[src/rtl/i2c_master_transfer_sequencer_core_assert.svh]
// Assertion macros for the transfer sequencer.
`ifndef I2C_MASTER_TRANSFER_SEQUENCER_CORE_ASSERT_SVH
`define I2C_MASTER_TRANSFER_SEQUENCER_CORE_ASSERT_SVH
`ifndef NO_ASSERTIONS
// Same-cycle implication, checked out of reset.
`define I2CMTS_ASSERT_IMP(label, clk, rst_n, ante, cons) \
  label: assert property (@(posedge clk) disable iff (!rst_n) (ante) |-> (cons)) \
    else $error("i2cmts: same-cycle check failed");
// Next-cycle implication, checked out of reset.
`define I2CMTS_ASSERT_NXT(label, clk, rst_n, ante, cons) \
  label: assert property (@(posedge clk) disable iff (!rst_n) (ante) |=> (cons)) \
    else $error("i2cmts: next-cycle check failed");
`else
`define I2CMTS_ASSERT_IMP(label, clk, rst_n, ante, cons)
`define I2CMTS_ASSERT_NXT(label, clk, rst_n, ante, cons)
`endif
`endif

[src/rtl/i2cmts_pkg.sv]
`default_nettype none
package i2cmts_pkg;

  localparam int BUF_DEPTH_DEF = 256;
  localparam int IDX_W = 9;

  typedef enum logic [1:0] {
    FN_LOAD  = 2'd0,
    FN_WRITE = 2'd1,
    FN_READ  = 2'd2,
    FN_EVENT = 2'd3
  } func_t;

  typedef enum logic [1:0] {
    MODE_IDLE = 2'd0,
    MODE_TX   = 2'd1,
    MODE_RX   = 2'd2
  } mode_t;

  typedef enum logic [1:0] {
    ACK_KEEP   = 2'd0,
    ACK_NACK   = 2'd1,
    ACK_ENABLE = 2'd2
  } ack_t;

  typedef enum logic [1:0] {
    DONE_NONE  = 2'd0,
    DONE_WRITE = 2'd1,
    DONE_READ  = 2'd2,
    DONE_ERROR = 2'd3
  } done_t;

  typedef struct packed {
    logic [1:0] func;
    logic [6:0] slave_address;
    logic [8:0] length;
    logic [7:0] load_index;
    logic [7:0] data_byte;
    logic       start_bit;
    logic       address_sent;
    logic       tx_empty;
    logic       rx_not_empty;
    logic       ack_failure;
    logic       bus_error;
    logic       arbitration_lost;
  } in_item_t;

  typedef struct packed {
    logic       accepted;
    logic       start_request;
    logic       write_valid;
    logic [7:0] write_data;
    logic       stop_request;
    logic [1:0] ack_control;
    logic       rx_valid;
    logic [7:0] rx_index;
    logic [7:0] rx_byte;
    logic [1:0] done_kind;
    logic [2:0] error_bits;
    logic       busy_res;
  } out_item_t;

  // Controller to datapath commands
  typedef struct packed {
    logic capture;
    logic exec;
  } cmd_t;

endpackage
`default_nettype wire

[src/rtl/i2cmts_if.sv]
`default_nettype none
interface i2cmts_in_if;
  logic       valid;
  logic       ready;
  logic [1:0] func;
  logic [6:0] slave_address;
  logic [8:0] length;
  logic [7:0] load_index;
  logic [7:0] data_byte;
  logic       start_bit;
  logic       address_sent;
  logic       tx_empty;
  logic       rx_not_empty;
  logic       ack_failure;
  logic       bus_error;
  logic       arbitration_lost;

  modport source (
    output valid, func, slave_address, length, load_index, data_byte, start_bit,
           address_sent, tx_empty, rx_not_empty, ack_failure, bus_error, arbitration_lost,
    input  ready
  );
  modport sink (
    input  valid, func, slave_address, length, load_index, data_byte, start_bit,
           address_sent, tx_empty, rx_not_empty, ack_failure, bus_error, arbitration_lost,
    output ready
  );
endinterface

interface i2cmts_out_if;
  logic       valid;
  logic       ready;
  logic       accepted;
  logic       start_request;
  logic       write_valid;
  logic [7:0] write_data;
  logic       stop_request;
  logic [1:0] ack_control;
  logic       rx_valid;
  logic [7:0] rx_index;
  logic [7:0] rx_byte;
  logic [1:0] done_kind;
  logic [2:0] error_bits;
  logic       busy_res;

  modport source (
    output valid, accepted, start_request, write_valid, write_data, stop_request,
           ack_control, rx_valid, rx_index, rx_byte, done_kind, error_bits, busy_res,
    input  ready
  );
  modport sink (
    input  valid, accepted, start_request, write_valid, write_data, stop_request,
           ack_control, rx_valid, rx_index, rx_byte, done_kind, error_bits, busy_res,
    output ready
  );
endinterface
`default_nettype wire

[src/rtl/i2cmts_ctrl.sv]
`default_nettype none
module i2cmts_ctrl
  import i2cmts_pkg::*;
(
  input  wire logic clk,
  input  wire logic rst_n,
  input  wire logic in_valid,
  output logic      in_ready,
  output logic      out_valid,
  input  wire logic out_ready,
  output cmd_t      cmd
);

  typedef enum logic {
    S_IDLE = 1'b0,
    S_EXEC = 1'b1
  } state_t;

  state_t state_r;
  logic   out_valid_r;

  // Take an item only while idle; execute once the result register is free
  assign in_ready    = (state_r == S_IDLE);
  assign cmd.capture = in_valid && in_ready;
  assign cmd.exec    = (state_r == S_EXEC) && (!out_valid_r || out_ready);
  assign out_valid   = out_valid_r;

  // Hold state and result valid flag
  always_ff @(posedge clk) begin
    if (!rst_n) begin
      state_r     <= S_IDLE;
      out_valid_r <= 1'b0;
    end else begin
      case (state_r)
        S_IDLE: begin
          if (cmd.capture) state_r <= S_EXEC;
        end
        S_EXEC: begin
          if (cmd.exec) state_r <= S_IDLE;
        end
        default: state_r <= S_IDLE;
      endcase
      if (cmd.exec) begin
        out_valid_r <= 1'b1;
      end else if (out_ready) begin
        out_valid_r <= 1'b0;
      end
    end
  end

endmodule
`default_nettype wire

[src/rtl/i2cmts_dp.sv]
`default_nettype none
module i2cmts_dp
  import i2cmts_pkg::*;
#(
  parameter int BUF_DEPTH = BUF_DEPTH_DEF
) (
  input  wire logic clk,
  input  wire logic rst_n,
  input  wire cmd_t cmd,
  input  wire in_item_t in_item,
  output out_item_t out_item
);

  localparam int AW = (BUF_DEPTH > 1) ? $clog2(BUF_DEPTH) : 1;
  localparam logic [31:0] DEPTH_W = 32'(BUF_DEPTH);

  // Transfer buffer, one write and one registered read port
  logic [7:0] tbuf_mem [BUF_DEPTH];
  logic [7:0] rd_data_r;
  logic       mem_we;
  logic [7:0] mem_wdata;
  logic [31:0] wr_idx_w;
  logic [31:0] rd_idx_w;
  logic [AW-1:0] wr_addr;
  logic [AW-1:0] rd_addr;

  in_item_t       item_r;
  out_item_t      out_r;
  out_item_t      res;
  mode_t          mode_r, mode_nxt;
  logic [IDX_W-1:0] byte_index_r, byte_index_nxt;
  logic [IDX_W-1:0] byte_count_r, byte_count_nxt;
  logic [6:0]     target_r, target_nxt;
  logic [2:0]     errs;
  logic [IDX_W-1:0] idx_inc;

  assign errs    = {item_r.arbitration_lost, item_r.bus_error, item_r.ack_failure};
  assign idx_inc = byte_index_r + 1'b1;
  assign rd_idx_w = 32'(byte_index_r);
  assign rd_addr  = rd_idx_w[AW-1:0];
  assign wr_addr  = wr_idx_w[AW-1:0];
  assign out_item = out_r;

  // Work out the result and next state of the held item
  always_comb begin
    res            = '0;
    mode_nxt       = mode_r;
    byte_index_nxt = byte_index_r;
    byte_count_nxt = byte_count_r;
    target_nxt     = target_r;
    mem_we         = 1'b0;
    mem_wdata      = item_r.data_byte;
    wr_idx_w       = 32'(item_r.load_index);
    case (func_t'(item_r.func))
      FN_LOAD: begin
        if (mode_r == MODE_IDLE && 32'(item_r.load_index) < DEPTH_W) begin
          mem_we       = 1'b1;
          res.accepted = 1'b1;
        end
      end
      FN_WRITE, FN_READ: begin
        if (mode_r == MODE_IDLE && item_r.length != '0 &&
            32'(item_r.length) <= DEPTH_W) begin
          mode_nxt          = (func_t'(item_r.func) == FN_WRITE) ? MODE_TX : MODE_RX;
          byte_index_nxt    = '0;
          byte_count_nxt    = item_r.length;
          target_nxt        = item_r.slave_address;
          res.accepted      = 1'b1;
          res.start_request = 1'b1;
        end
      end
      FN_EVENT: begin
        if (errs != 3'b000) begin
          // Abort and release the bus
          res.stop_request = 1'b1;
          res.done_kind    = DONE_ERROR;
          res.error_bits   = errs;
          mode_nxt         = MODE_IDLE;
        end else if (item_r.start_bit) begin
          if (mode_r == MODE_TX || mode_r == MODE_RX) begin
            res.write_valid = 1'b1;
            res.write_data  = {target_r, (mode_r == MODE_RX)};
          end
        end else if (item_r.address_sent) begin
          if (mode_r == MODE_RX && byte_count_r == IDX_W'(1)) res.ack_control = ACK_NACK;
        end else if (mode_r == MODE_TX && item_r.tx_empty) begin
          if (byte_index_r < byte_count_r && 32'(byte_index_r) < DEPTH_W) begin
            res.write_valid = 1'b1;
            res.write_data  = rd_data_r;
            byte_index_nxt  = idx_inc;
          end else begin
            res.stop_request = 1'b1;
            res.done_kind    = DONE_WRITE;
            mode_nxt         = MODE_IDLE;
          end
        end else if (mode_r == MODE_RX && item_r.rx_not_empty) begin
          // Store the received byte and step the index
          if (32'(byte_index_r) < DEPTH_W) begin
            mem_we   = 1'b1;
            wr_idx_w = 32'(byte_index_r);
          end
          res.rx_valid   = 1'b1;
          res.rx_index   = byte_index_r[7:0];
          res.rx_byte    = item_r.data_byte;
          byte_index_nxt = idx_inc;
          if (idx_inc >= byte_count_r) begin
            res.stop_request = 1'b1;
            res.ack_control  = ACK_ENABLE;
            res.done_kind    = DONE_READ;
            mode_nxt         = MODE_IDLE;
          end else if ({1'b0, idx_inc} + 1'b1 == {1'b0, byte_count_r}) begin
            res.ack_control = ACK_NACK;
          end
        end
      end
      default: ;
    endcase
    res.busy_res = (mode_nxt != MODE_IDLE);
  end

  // Buffer write and registered read
  always_ff @(posedge clk) begin
    if (cmd.exec && mem_we) tbuf_mem[wr_addr] <= mem_wdata;
    if (cmd.capture) rd_data_r <= tbuf_mem[rd_addr];
  end

  // Hold the item and the result
  always_ff @(posedge clk) begin
    if (cmd.capture) item_r <= in_item;
    if (cmd.exec) out_r <= res;
  end

  // Transfer state
  always_ff @(posedge clk) begin
    if (!rst_n) begin
      mode_r       <= MODE_IDLE;
      byte_index_r <= '0;
      byte_count_r <= '0;
      target_r     <= '0;
    end else if (cmd.exec) begin
      mode_r       <= mode_nxt;
      byte_index_r <= byte_index_nxt;
      byte_count_r <= byte_count_nxt;
      target_r     <= target_nxt;
    end
  end

endmodule
`default_nettype wire

[src/rtl/i2c_master_transfer_sequencer_core.sv]
// An accepted item is captured, then executed into the result register once that register is free.
// Only one item is in flight: no new item is taken until the held one has executed;
// the registered read of the transfer buffer memory sits between capture and execution.
// A stalled result holds until taken; the next item can be accepted meanwhile.
// Reset (rst_n low, synchronous): idle mode, index, count and address cleared;
// buffer contents are not cleared.
`default_nettype none
`include "i2c_master_transfer_sequencer_core_assert.svh"
module i2c_master_transfer_sequencer_core
  import i2cmts_pkg::*;
#(
  parameter int BUF_DEPTH = BUF_DEPTH_DEF
) (
  input  wire logic clk,
  input  wire logic rst_n,
  i2cmts_in_if.sink     in_ch,
  i2cmts_out_if.source  out_ch
);

  cmd_t      cmd;
  in_item_t  in_item;
  out_item_t out_item;

  // Pack the input payload
  assign in_item = '{
    func:             in_ch.func,
    slave_address:    in_ch.slave_address,
    length:           in_ch.length,
    load_index:       in_ch.load_index,
    data_byte:        in_ch.data_byte,
    start_bit:        in_ch.start_bit,
    address_sent:     in_ch.address_sent,
    tx_empty:         in_ch.tx_empty,
    rx_not_empty:     in_ch.rx_not_empty,
    ack_failure:      in_ch.ack_failure,
    bus_error:        in_ch.bus_error,
    arbitration_lost: in_ch.arbitration_lost
  };

  i2cmts_ctrl u_ctrl (
    .clk       (clk),
    .rst_n     (rst_n),
    .in_valid  (in_ch.valid),
    .in_ready  (in_ch.ready),
    .out_valid (out_ch.valid),
    .out_ready (out_ch.ready),
    .cmd       (cmd)
  );

  i2cmts_dp #(
    .BUF_DEPTH (BUF_DEPTH)
  ) u_dp (
    .clk      (clk),
    .rst_n    (rst_n),
    .cmd      (cmd),
    .in_item  (in_item),
    .out_item (out_item)
  );

  // Unpack the result payload
  assign out_ch.accepted      = out_item.accepted;
  assign out_ch.start_request = out_item.start_request;
  assign out_ch.write_valid   = out_item.write_valid;
  assign out_ch.write_data    = out_item.write_data;
  assign out_ch.stop_request  = out_item.stop_request;
  assign out_ch.ack_control   = out_item.ack_control;
  assign out_ch.rx_valid      = out_item.rx_valid;
  assign out_ch.rx_index      = out_item.rx_index;
  assign out_ch.rx_byte       = out_item.rx_byte;
  assign out_ch.done_kind     = out_item.done_kind;
  assign out_ch.error_bits    = out_item.error_bits;
  assign out_ch.busy_res      = out_item.busy_res;

  // One item in flight: no accept right after an accept
  `I2CMTS_ASSERT_NXT(a_one_in_flight, clk, rst_n, cmd.capture, !in_ch.ready)
  // A finished or aborted transfer leaves the block idle
  `I2CMTS_ASSERT_IMP(a_done_idle, clk, rst_n, out_ch.valid && out_ch.done_kind != DONE_NONE, !out_ch.busy_res)
  // A start request only comes with an accepted start that leaves a transfer running
  `I2CMTS_ASSERT_IMP(a_start_busy, clk, rst_n, out_ch.valid && out_ch.start_request, out_ch.accepted && out_ch.busy_res)
  // Execution always lands in the result register
  `I2CMTS_ASSERT_NXT(a_exec_out, clk, rst_n, cmd.exec, out_ch.valid)

endmodule
`default_nettype wire
[src/flat_wrapper.sv]
// flat-port wrapper written by rule: the top's interface ports become plain ports
module i2c_master_transfer_sequencer_core_flat import i2cmts_pkg::*;
#(
  parameter int BUF_DEPTH = BUF_DEPTH_DEF
)
  (clk, rst_n, in_ch_valid, in_ch_func, in_ch_slave_address, in_ch_length, in_ch_load_index, in_ch_data_byte, in_ch_start_bit, in_ch_address_sent, in_ch_tx_empty, in_ch_rx_not_empty, in_ch_ack_failure, in_ch_bus_error, in_ch_arbitration_lost, in_ch_ready, out_ch_valid, out_ch_accepted, out_ch_start_request, out_ch_write_valid, out_ch_write_data, out_ch_stop_request, out_ch_ack_control, out_ch_rx_valid, out_ch_rx_index, out_ch_rx_byte, out_ch_done_kind, out_ch_error_bits, out_ch_busy_res, out_ch_ready);
  i2cmts_in_if in_ch_i ();
  i2cmts_out_if out_ch_i ();
  input  wire logic clk;
  input  wire logic rst_n;
  input wire logic [$bits(in_ch_i.valid)-1:0] in_ch_valid;
  input wire logic [$bits(in_ch_i.func)-1:0] in_ch_func;
  input wire logic [$bits(in_ch_i.slave_address)-1:0] in_ch_slave_address;
  input wire logic [$bits(in_ch_i.length)-1:0] in_ch_length;
  input wire logic [$bits(in_ch_i.load_index)-1:0] in_ch_load_index;
  input wire logic [$bits(in_ch_i.data_byte)-1:0] in_ch_data_byte;
  input wire logic [$bits(in_ch_i.start_bit)-1:0] in_ch_start_bit;
  input wire logic [$bits(in_ch_i.address_sent)-1:0] in_ch_address_sent;
  input wire logic [$bits(in_ch_i.tx_empty)-1:0] in_ch_tx_empty;
  input wire logic [$bits(in_ch_i.rx_not_empty)-1:0] in_ch_rx_not_empty;
  input wire logic [$bits(in_ch_i.ack_failure)-1:0] in_ch_ack_failure;
  input wire logic [$bits(in_ch_i.bus_error)-1:0] in_ch_bus_error;
  input wire logic [$bits(in_ch_i.arbitration_lost)-1:0] in_ch_arbitration_lost;
  output wire logic [$bits(in_ch_i.ready)-1:0] in_ch_ready;
  output wire logic [$bits(out_ch_i.valid)-1:0] out_ch_valid;
  output wire logic [$bits(out_ch_i.accepted)-1:0] out_ch_accepted;
  output wire logic [$bits(out_ch_i.start_request)-1:0] out_ch_start_request;
  output wire logic [$bits(out_ch_i.write_valid)-1:0] out_ch_write_valid;
  output wire logic [$bits(out_ch_i.write_data)-1:0] out_ch_write_data;
  output wire logic [$bits(out_ch_i.stop_request)-1:0] out_ch_stop_request;
  output wire logic [$bits(out_ch_i.ack_control)-1:0] out_ch_ack_control;
  output wire logic [$bits(out_ch_i.rx_valid)-1:0] out_ch_rx_valid;
  output wire logic [$bits(out_ch_i.rx_index)-1:0] out_ch_rx_index;
  output wire logic [$bits(out_ch_i.rx_byte)-1:0] out_ch_rx_byte;
  output wire logic [$bits(out_ch_i.done_kind)-1:0] out_ch_done_kind;
  output wire logic [$bits(out_ch_i.error_bits)-1:0] out_ch_error_bits;
  output wire logic [$bits(out_ch_i.busy_res)-1:0] out_ch_busy_res;
  input wire logic [$bits(out_ch_i.ready)-1:0] out_ch_ready;
  assign in_ch_i.valid = in_ch_valid;
  assign in_ch_i.func = in_ch_func;
  assign in_ch_i.slave_address = in_ch_slave_address;
  assign in_ch_i.length = in_ch_length;
  assign in_ch_i.load_index = in_ch_load_index;
  assign in_ch_i.data_byte = in_ch_data_byte;
  assign in_ch_i.start_bit = in_ch_start_bit;
  assign in_ch_i.address_sent = in_ch_address_sent;
  assign in_ch_i.tx_empty = in_ch_tx_empty;
  assign in_ch_i.rx_not_empty = in_ch_rx_not_empty;
  assign in_ch_i.ack_failure = in_ch_ack_failure;
  assign in_ch_i.bus_error = in_ch_bus_error;
  assign in_ch_i.arbitration_lost = in_ch_arbitration_lost;
  assign in_ch_ready = in_ch_i.ready;
  assign out_ch_valid = out_ch_i.valid;
  assign out_ch_accepted = out_ch_i.accepted;
  assign out_ch_start_request = out_ch_i.start_request;
  assign out_ch_write_valid = out_ch_i.write_valid;
  assign out_ch_write_data = out_ch_i.write_data;
  assign out_ch_stop_request = out_ch_i.stop_request;
  assign out_ch_ack_control = out_ch_i.ack_control;
  assign out_ch_rx_valid = out_ch_i.rx_valid;
  assign out_ch_rx_index = out_ch_i.rx_index;
  assign out_ch_rx_byte = out_ch_i.rx_byte;
  assign out_ch_done_kind = out_ch_i.done_kind;
  assign out_ch_error_bits = out_ch_i.error_bits;
  assign out_ch_busy_res = out_ch_i.busy_res;
  assign out_ch_i.ready = out_ch_ready;
  i2c_master_transfer_sequencer_core #(.BUF_DEPTH(BUF_DEPTH)) u_core (.clk(clk), .rst_n(rst_n), .in_ch(in_ch_i), .out_ch(out_ch_i));
endmodule
[config.mk]
export PLATFORM = sky130hd
export DESIGN_NAME = i2c_master_transfer_sequencer_core_flat
export DESIGN_NICKNAME = d
export VERILOG_FILES = /design/src/rtl/i2cmts_pkg.sv /design/src/rtl/i2cmts_if.sv /design/src/rtl/i2cmts_ctrl.sv /design/src/rtl/i2cmts_dp.sv /design/src/rtl/i2c_master_transfer_sequencer_core.sv /design/src/flat_wrapper.sv
export VERILOG_INCLUDE_DIRS = /design/src /design/src/rtl
export SDC_FILE = /design/constraint.sdc
export NUM_CORES = 2
export LEC_CHECK = 0
export BUFFER_PORTS_ARGS = -buffer_cell sky130_fd_sc_hd__buf_2
export CAP_MARGIN = 20
export CORE_ASPECT_RATIO = 1.2
export CORE_MARGIN = 2
export CORE_UTILIZATION = 25
export CTS_BUF_LIST = sky130_fd_sc_hd__clkbuf_16
export DETAILED_ROUTE_END_ITERATION = 16
export GPL_TIMING_DRIVEN = 0
export MAX_ROUTING_LAYER = met4
export PLACE_DENSITY = 0.44
export SLEW_MARGIN = 0
export SYNTH_ARGS = -nofsm -noshare
export SYNTH_HDL_FRONTEND = slang
export SYNTH_SLANG_ARGS = --single-unit
[constraint.sdc]
create_clock -name clk -period 10 [get_ports clk]
set_input_delay 1.5 -clock clk [delete_from_list [all_inputs] [get_ports clk]]
set_output_delay 1.5 -clock clk [all_outputs]
set_load 0.02 [all_outputs]
---- Yosys cells after proc, flatten, opt, wreduce, memory -nomap -nowiden ----
Memories as Yosys holds them, arrays and structs flattened. A register that Yosys moved wholly into a read port is not among the register bits.
Index checks and enable logic that the tools add are counted.
storage, ports and cells
  memories kept ........................... 1
  input port bits ......................... 45
  logic and storage cells ................. 143
  memory bits (writable) .................. 2048
  register bits ........................... 107
cells by class
  equal/unequal tests ..................... 13
  add/sub/neg operators ................... 2
  bitwise operators ....................... 3
  reductions and logical operators ........ 27
  order comparisons ....................... 4
  multiplexer cells ....................... 63
memories
  memory                words  bits a word  read ports  clocked after Yosys merged registers in  write ports  RTL line         text
  u_core.u_dp.tbuf_mem  256    8            1           1                                        1            i2cmts_dp.sv:18  logic [7:0] tbuf_mem [BUF_DEPTH];
operator list
  kind                  number
  $mux 9                11
  $mux 8                7
  $mux 22               2
  $mux 19               2
  $mux 2                15
  $mux 1                20
  $pmux 9 s2            1
  $add 9x1->10 const B  1
  $eq 10x9->1           1
  $mux 10               1
  $add 9x1->9 const B   1
  $eq 9x1->1 const B    1
  $ge 9x9->1            1
  $le 9x9->1 const B    1
  $logic_and 1x1->1     9
  $lt 9x9->1            1
  $lt 9x9->1 const B    1
  $reduce_bool 9->1     1
  $ne 2x2->1 const B    4
  $reduce_and 8->1      1
  $eq 2x2->1 const B    3
  $ne 3x3->1 const B    2
  $pmux 1 s2            3
  $reduce_bool 2->1     3
  13 further kinds      19

---- Longest topological paths before layout ----
  depth in word-level cells ............... 11
  mapped depth ............................ 16
  gate-level depth less buffers ........... 13

---- Modules after synthesis ----
Synthesis repeated with hierarchy kept, for this count alone.
unflattened totals
  cells, all modules ...................... 3912
  area, all modules ....................... 85001.5 um2
modules (own cells, without submodules)
  module       instances  area an instance (um2)  seq. area each (um2)  cells an instance
  i2cmts_dp    1          84898.9                 64622.0               3903
  i2cmts_ctrl  1          102.6                   40.0                  9

---- Least setup slack after synthesis ----
Ideal clock, no wire load.
  path kind ............................... input to register
  from .................................... input in_ch_valid
  to ...................................... register u_core.u_dp.item_r, in the netlist u_core.u_dp.errs[0], enable pin
  stages on the path ...................... 1
  setup slack ............................. 5.865 ns
  data required time ...................... 9.538 ns
  arrival time ............................ 3.674 ns
  library setup time ...................... 0.462 ns
  buffers on the path ..................... 0
  path through ............................ nor2b_1
on the way
  cells in the longest elaborated chain, start to end .. 1
RTL lines
  element               RTL line            text
  from (decl)           flat_wrapper.sv:11  input wire logic [$bits(in_ch_i.valid)-1:0] in_ch_valid;
  $logic_and 1x1->1     i2cmts_ctrl.sv:24   assign cmd.capture = in_valid && in_ready;
  to (signal assigned)  i2cmts_dp.sv:129    if (cmd.capture) item_r <= in_item;
  to (decl)             i2cmts_dp.sv:27     in_item_t item_r;
No other way between the ends.
A chain may end at the register's enable or synchronous reset.

---- Worst setup path in the final report ----
  from .................................... register u_core.u_dp.byte_index_r[1]
  to ...................................... register u_core.u_dp.mode_r[1]
on the way
  cells in the longest elaborated chain, start to end .. 9
  elaborated cells between the ends (all ways) .. 13
  classes of those cells .................. add/sub: 1; order compare: 3; mux: 8; reduce/logical: 1
RTL lines
  element                 RTL line          text
  from (decl)             i2cmts_dp.sv:31   logic [IDX_W-1:0] byte_index_r, byte_index_nxt;
  from (signal assigned)  i2cmts_dp.sv:142  byte_index_r <= byte_index_nxt;
  $add 9x1->9             i2cmts_dp.sv:38   assign idx_inc = byte_index_r + 1'b1;
  $ge 9x9->1              i2cmts_dp.sv:106  if (idx_inc >= byte_count_r) begin
  $mux 2                  i2cmts_dp.sv:106
  $mux 2                  i2cmts_dp.sv:96   end else if (mode_r == MODE_RX && item_r.rx_not_empty) begin
  $mux 2 *                i2cmts_dp.sv:86   end else if (mode_r == MODE_TX && item_r.tx_empty) begin
  $mux 2 *                i2cmts_dp.sv:84   end else if (item_r.address_sent) begin
  $mux 2 *                i2cmts_dp.sv:79   end else if (item_r.start_bit) begin
  $mux 2 *                i2cmts_dp.sv:73   if (errs != 3'b000) begin
  $pmux 2 s2 *            i2cmts_dp.sv:54   case (func_t'(item_r.func))
  to (signal assigned)    i2cmts_dp.sv:141  mode_r <= mode_nxt;
  to (decl)               i2cmts_dp.sv:30   mode_t mode_r, mode_nxt;
Every way passes the cells marked *; elsewhere a longest branch is shown, timed or not.

==> out/qor.csv <==
metric,value,unit
outcome,finished clean,
# Post-CTS Setup Buffers,0,
synthesized area,84400,um2
Relative slew margins,20.1,%
num rows,233,
initial antenna violation count,18,
"Core Util, Final",29.9,%
Global Route Usage Sum,15.8,%
1st-iter DRT viols,4434,
hold_buf cts,0,
DRC viols,0,
WP data required,10.81,ns
hold endpoint,u_core.u_dp.target_r[0]$_SDFFE_PN0P_,
Tot Pwr,18.6,mW
post-route minimum period,6.07,ns
r2r startpoint,u_core.u_dp.byte_index_r[1]$_SDFFE_PN0P_,
global routing met2 resource utilization,26.6,%
final hold vios,0,
Worst Setup Start Kind,flop,
Clock Skew,0.0430,ns
routed len/inst,29.2,um
total global routing overflow,0,
"Clk pin slew, worst setup/hold paths",0.07,ns
crit path DAT,6.89,ns
fin nets,4530,
peak supply drop,0.133,mV
DRT antenna net count,0,
worst hold slack,0.460,ns
simple-gate share of the synthesized area,3.16,%
first-pass GRT wire length,365000,um
FILL cells,32700,
"Seq/Total Area, Yosys",76.7,%
Chip Height,640,um
Final setup viols,0,
Synth Area in Adders,0.400,%
Unique masters post-synth,63,
CTS buffer count,222,
Via Count,42400,
largest net degree at the start of global routing,40,
max-cap viol count,0,
critical path type,flop to flop,
die width,534,um
worst skew pair latency,0.90,ns
total wire length,266000,um
Pins Over Slew Limit,0,
largest family of logic cells by synthesized area,multiplexers,
Worst Min Path Start,u_core.u_dp.target_r[0]$_SDFFE_PN0P_,
R2R depth,16,
Synth Instances,4019,
most frequent cells in the layout,"edfxtp_1, mux4_2, nor2_1",
mean cell area of the mapped netlist,21.0,um2
unrepaired setup endpoints after global routing,false,
hold depth,2,
Worst Hold Class,flop to flop,
leakage power,29.8,nW
CP Max Fanout,10,
synth warn,0,
final RePlAce weighted congestion,0.862,
"EDFF count, synth",2134,
Port Buffers,82,
"most common cell after layout, fill and taps aside",edfxtp_1,
# clock sinks,2163,
"setup slack, reg-to-reg",3.93,ns
via/cell ratio,4.65,
synthesized net count,4091,
Post-CTS Resized,0,
met1 Use GR,19.6,%
post-synthesis mux area share,15.5,%
Worst Tran Pin Value,1.20,ns
Longest Clk Path Bufs,4,
Synth Register Bits,2163,
Compound-Gate Fraction of Synth Area,2.78,%
reg-to-reg endpoint,u_core.u_dp.mode_r[1]$_SDFFE_PN0P_,
met3 GRT Util,1.99,%
hpwl dp,190000,um
Core ar.,336000,um2
final period utilization,60.7,%
Synth Area in XOR/XNOR,0.203,%
router iterations before antenna repair,7,
vias in the first global route,43600,
Area growth syn-to-layout,19.2,%
Setup TNS Final,0,ns
layout cells sized above 1,25.4,%
pwr dens,185,nW/um2
Max Clk Rate,165,MHz
global route hottest layer,met2,
# IOs,84,
Initial Util,25.1,%
ys flop type,edfxtp_1,
Root Driver,clkbuf_16,
asr flop ratio synth,0,%
die area,342000,um2
critical path endpoint category,flop,
# H-tree levels,4,
CTS tree,built,
[final cells by class]
type,instances,area (um2),area share (%)
antenna,9,22.5,0.0224
buffer,241,1040,1.03
tap,4465,5590,5.56
sequential,2163,64700,64.3
multi-input combinational,1592,18600,18.5
clock buffer,224,5610,5.57
timing repair buffer,215,3530,3.51
inverter,23,86.3,0.0859
clock inverter,183,1420,1.41
[Yosys cell counts (8+ instances only)]
| cell type | number | area share [%] |
|---|---|---|
| or2_2 | 12 | 0.089 |
| o22ai_1 | 24 | 0.18 |
| o22a_1 | 8 | 0.083 |
| edfxtp_1 | 2134 | 76 |
| nor2_1 | 289 | 1.3 |
| and2_1 | 23 | 0.17 |
| a22oi_1 | 65 | 0.58 |
| nor3_1 | 39 | 0.23 |
| mux2i_1 | 89 | 1.1 |
| a41oi_1 | 8 | 0.083 |
| a21oi_1 | 61 | 0.36 |
| nor2b_1 | 8 | 0.059 |
| mux4_2 | 536 | 14 |
| a211oi_1 | 27 | 0.24 |
| a22o_1 | 24 | 0.25 |
| dfxtp_1 | 29 | 0.69 |
| o41ai_1 | 9 | 0.093 |
| inv_1 | 21 | 0.093 |
| xnor2_1 | 13 | 0.13 |
| clkbuf_1 | 103 | 0.46 |
| or3_1 | 17 | 0.13 |
| nand2_1 | 98 | 0.44 |
| nand2b_1 | 20 | 0.15 |
| a21boi_0 | 8 | 0.071 |
| buf_2 | 73 | 0.43 |
| o211ai_1 | 12 | 0.11 |
| buf_1 | 60 | 0.27 |
| nand3b_1 | 9 | 0.080 |
| mux2_2 | 8 | 0.11 |
| ha_1 | 27 | 0.40 |
| nand3_1 | 41 | 0.24 |
| o21ai_0 | 21 | 0.12 |
| o221ai_1 | 27 | 0.28 |
[per-layer routing]
| metal | vias up | share of wire [%] |
|---|---|---|
| li1 | 17700 | - |
| met1 | 23000 | 41 |
| met2 | 1336 | 51 |
| met3 | 370 | 4.9 |
| met4 | 0 | 3.3 |
| met5 | - | 0 |
[worst max path at each step]
stage	start	end	slack (ns)	depth (start not counted)
6_report	u_core.u_dp.byte_index_r[1]$_SDFFE_PN0P_	u_core.u_dp.mode_r[1]$_SDFFE_PN0P_	3.93	16
5_1_grt	u_core.u_dp.byte_index_r[1]$_SDFFE_PN0P_	u_core.u_dp.mode_r[1]$_SDFFE_PN0P_	3.81	16
4_1_cts	u_core.u_dp.item_r[39]$_DFFE_PP_	u_core.u_dp.tbuf_mem[191][5]$_DFFE_PP_	3.84	11
3_5_place_dp	u_core.u_dp.item_r[39]$_DFFE_PP_	u_core.u_dp.tbuf_mem[191][4]$_DFFE_PP_	3.89	11
3_3_place_gp	u_core.u_dp.mem_wdata[2]$_DFFE_PP_	u_core.u_dp.tbuf_mem[40][2]$_DFFE_PP_	1.05	0
2_1_floorplan	in_ch_valid	u_core.u_dp.errs[0]$_DFFE_PP_	5.86	1
[cell families after synthesis]
logic type | after synthesis
DFF | 2163
AOI/OAI and AO/OA | 329
buffers and inverters | 264
xor gates and xnor gates | 18
and+or+nand+nor | 585
muxes | 633
adders and majority gates | 27
[where the power goes]
group          total, mW  internal (mW)  switching (mW)
logic              0.432          0.148           0.285
clock network       8.18           4.60            3.58
registers           10.0           10.0          0.0312
total               18.6           14.7            3.89
[state kept, by name (all words and copies together), names as in the netlist]
| name | count |
|---|---|
| u_core.u_dp.out_item | 37 |
| u_core.u_ctrl.out_valid | 1 |
| u_core.u_dp.item_r | 30 |
| u_core.u_dp.byte_count_r | 9 |
| u_core.u_dp.byte_index_r | 9 |
| u_core.u_dp.tbuf_mem | 2048 |
| u_core.u_dp.rd_data_r | 8 |
| u_core.u_dp.mode_r | 2 |
| u_core.u_ctrl.state_r | 1 |
| u_core.u_dp.errs | 3 |
| u_core.u_dp.target_r | 7 |
| u_core.u_dp.mem_wdata | 8 |
[through the flow]
stage                     setup slack, ns  cell area, um2  cells
after floorplan                      5.86           84400   4019
after global placement               1.05           90400   8566
after detailed placement             3.89           93400   8689
after CTS                            3.84          100000   9096
after global routing                 3.81          101000   9111
final                                3.93          101000   9115
[critical path: stages (launching register included)]
cell,delay (ns)
dfxtp_1,0.42
clkbuf_1,0.41
buf_2,0.51
buf_2,0.49
buf_1,0.73
buf_2,0.58
buf_2,0.45
and3_1,0.29
xor2_1,0.29
ha_1,0.30
nand2_1,0.06
nor3_1,0.05
a21oi_1,0.18
o21ai_0,0.23
a311oi_1,0.61
o21ai_0,0.17
a21boi_0,0.19
Power figures use the tool's default switching activity.
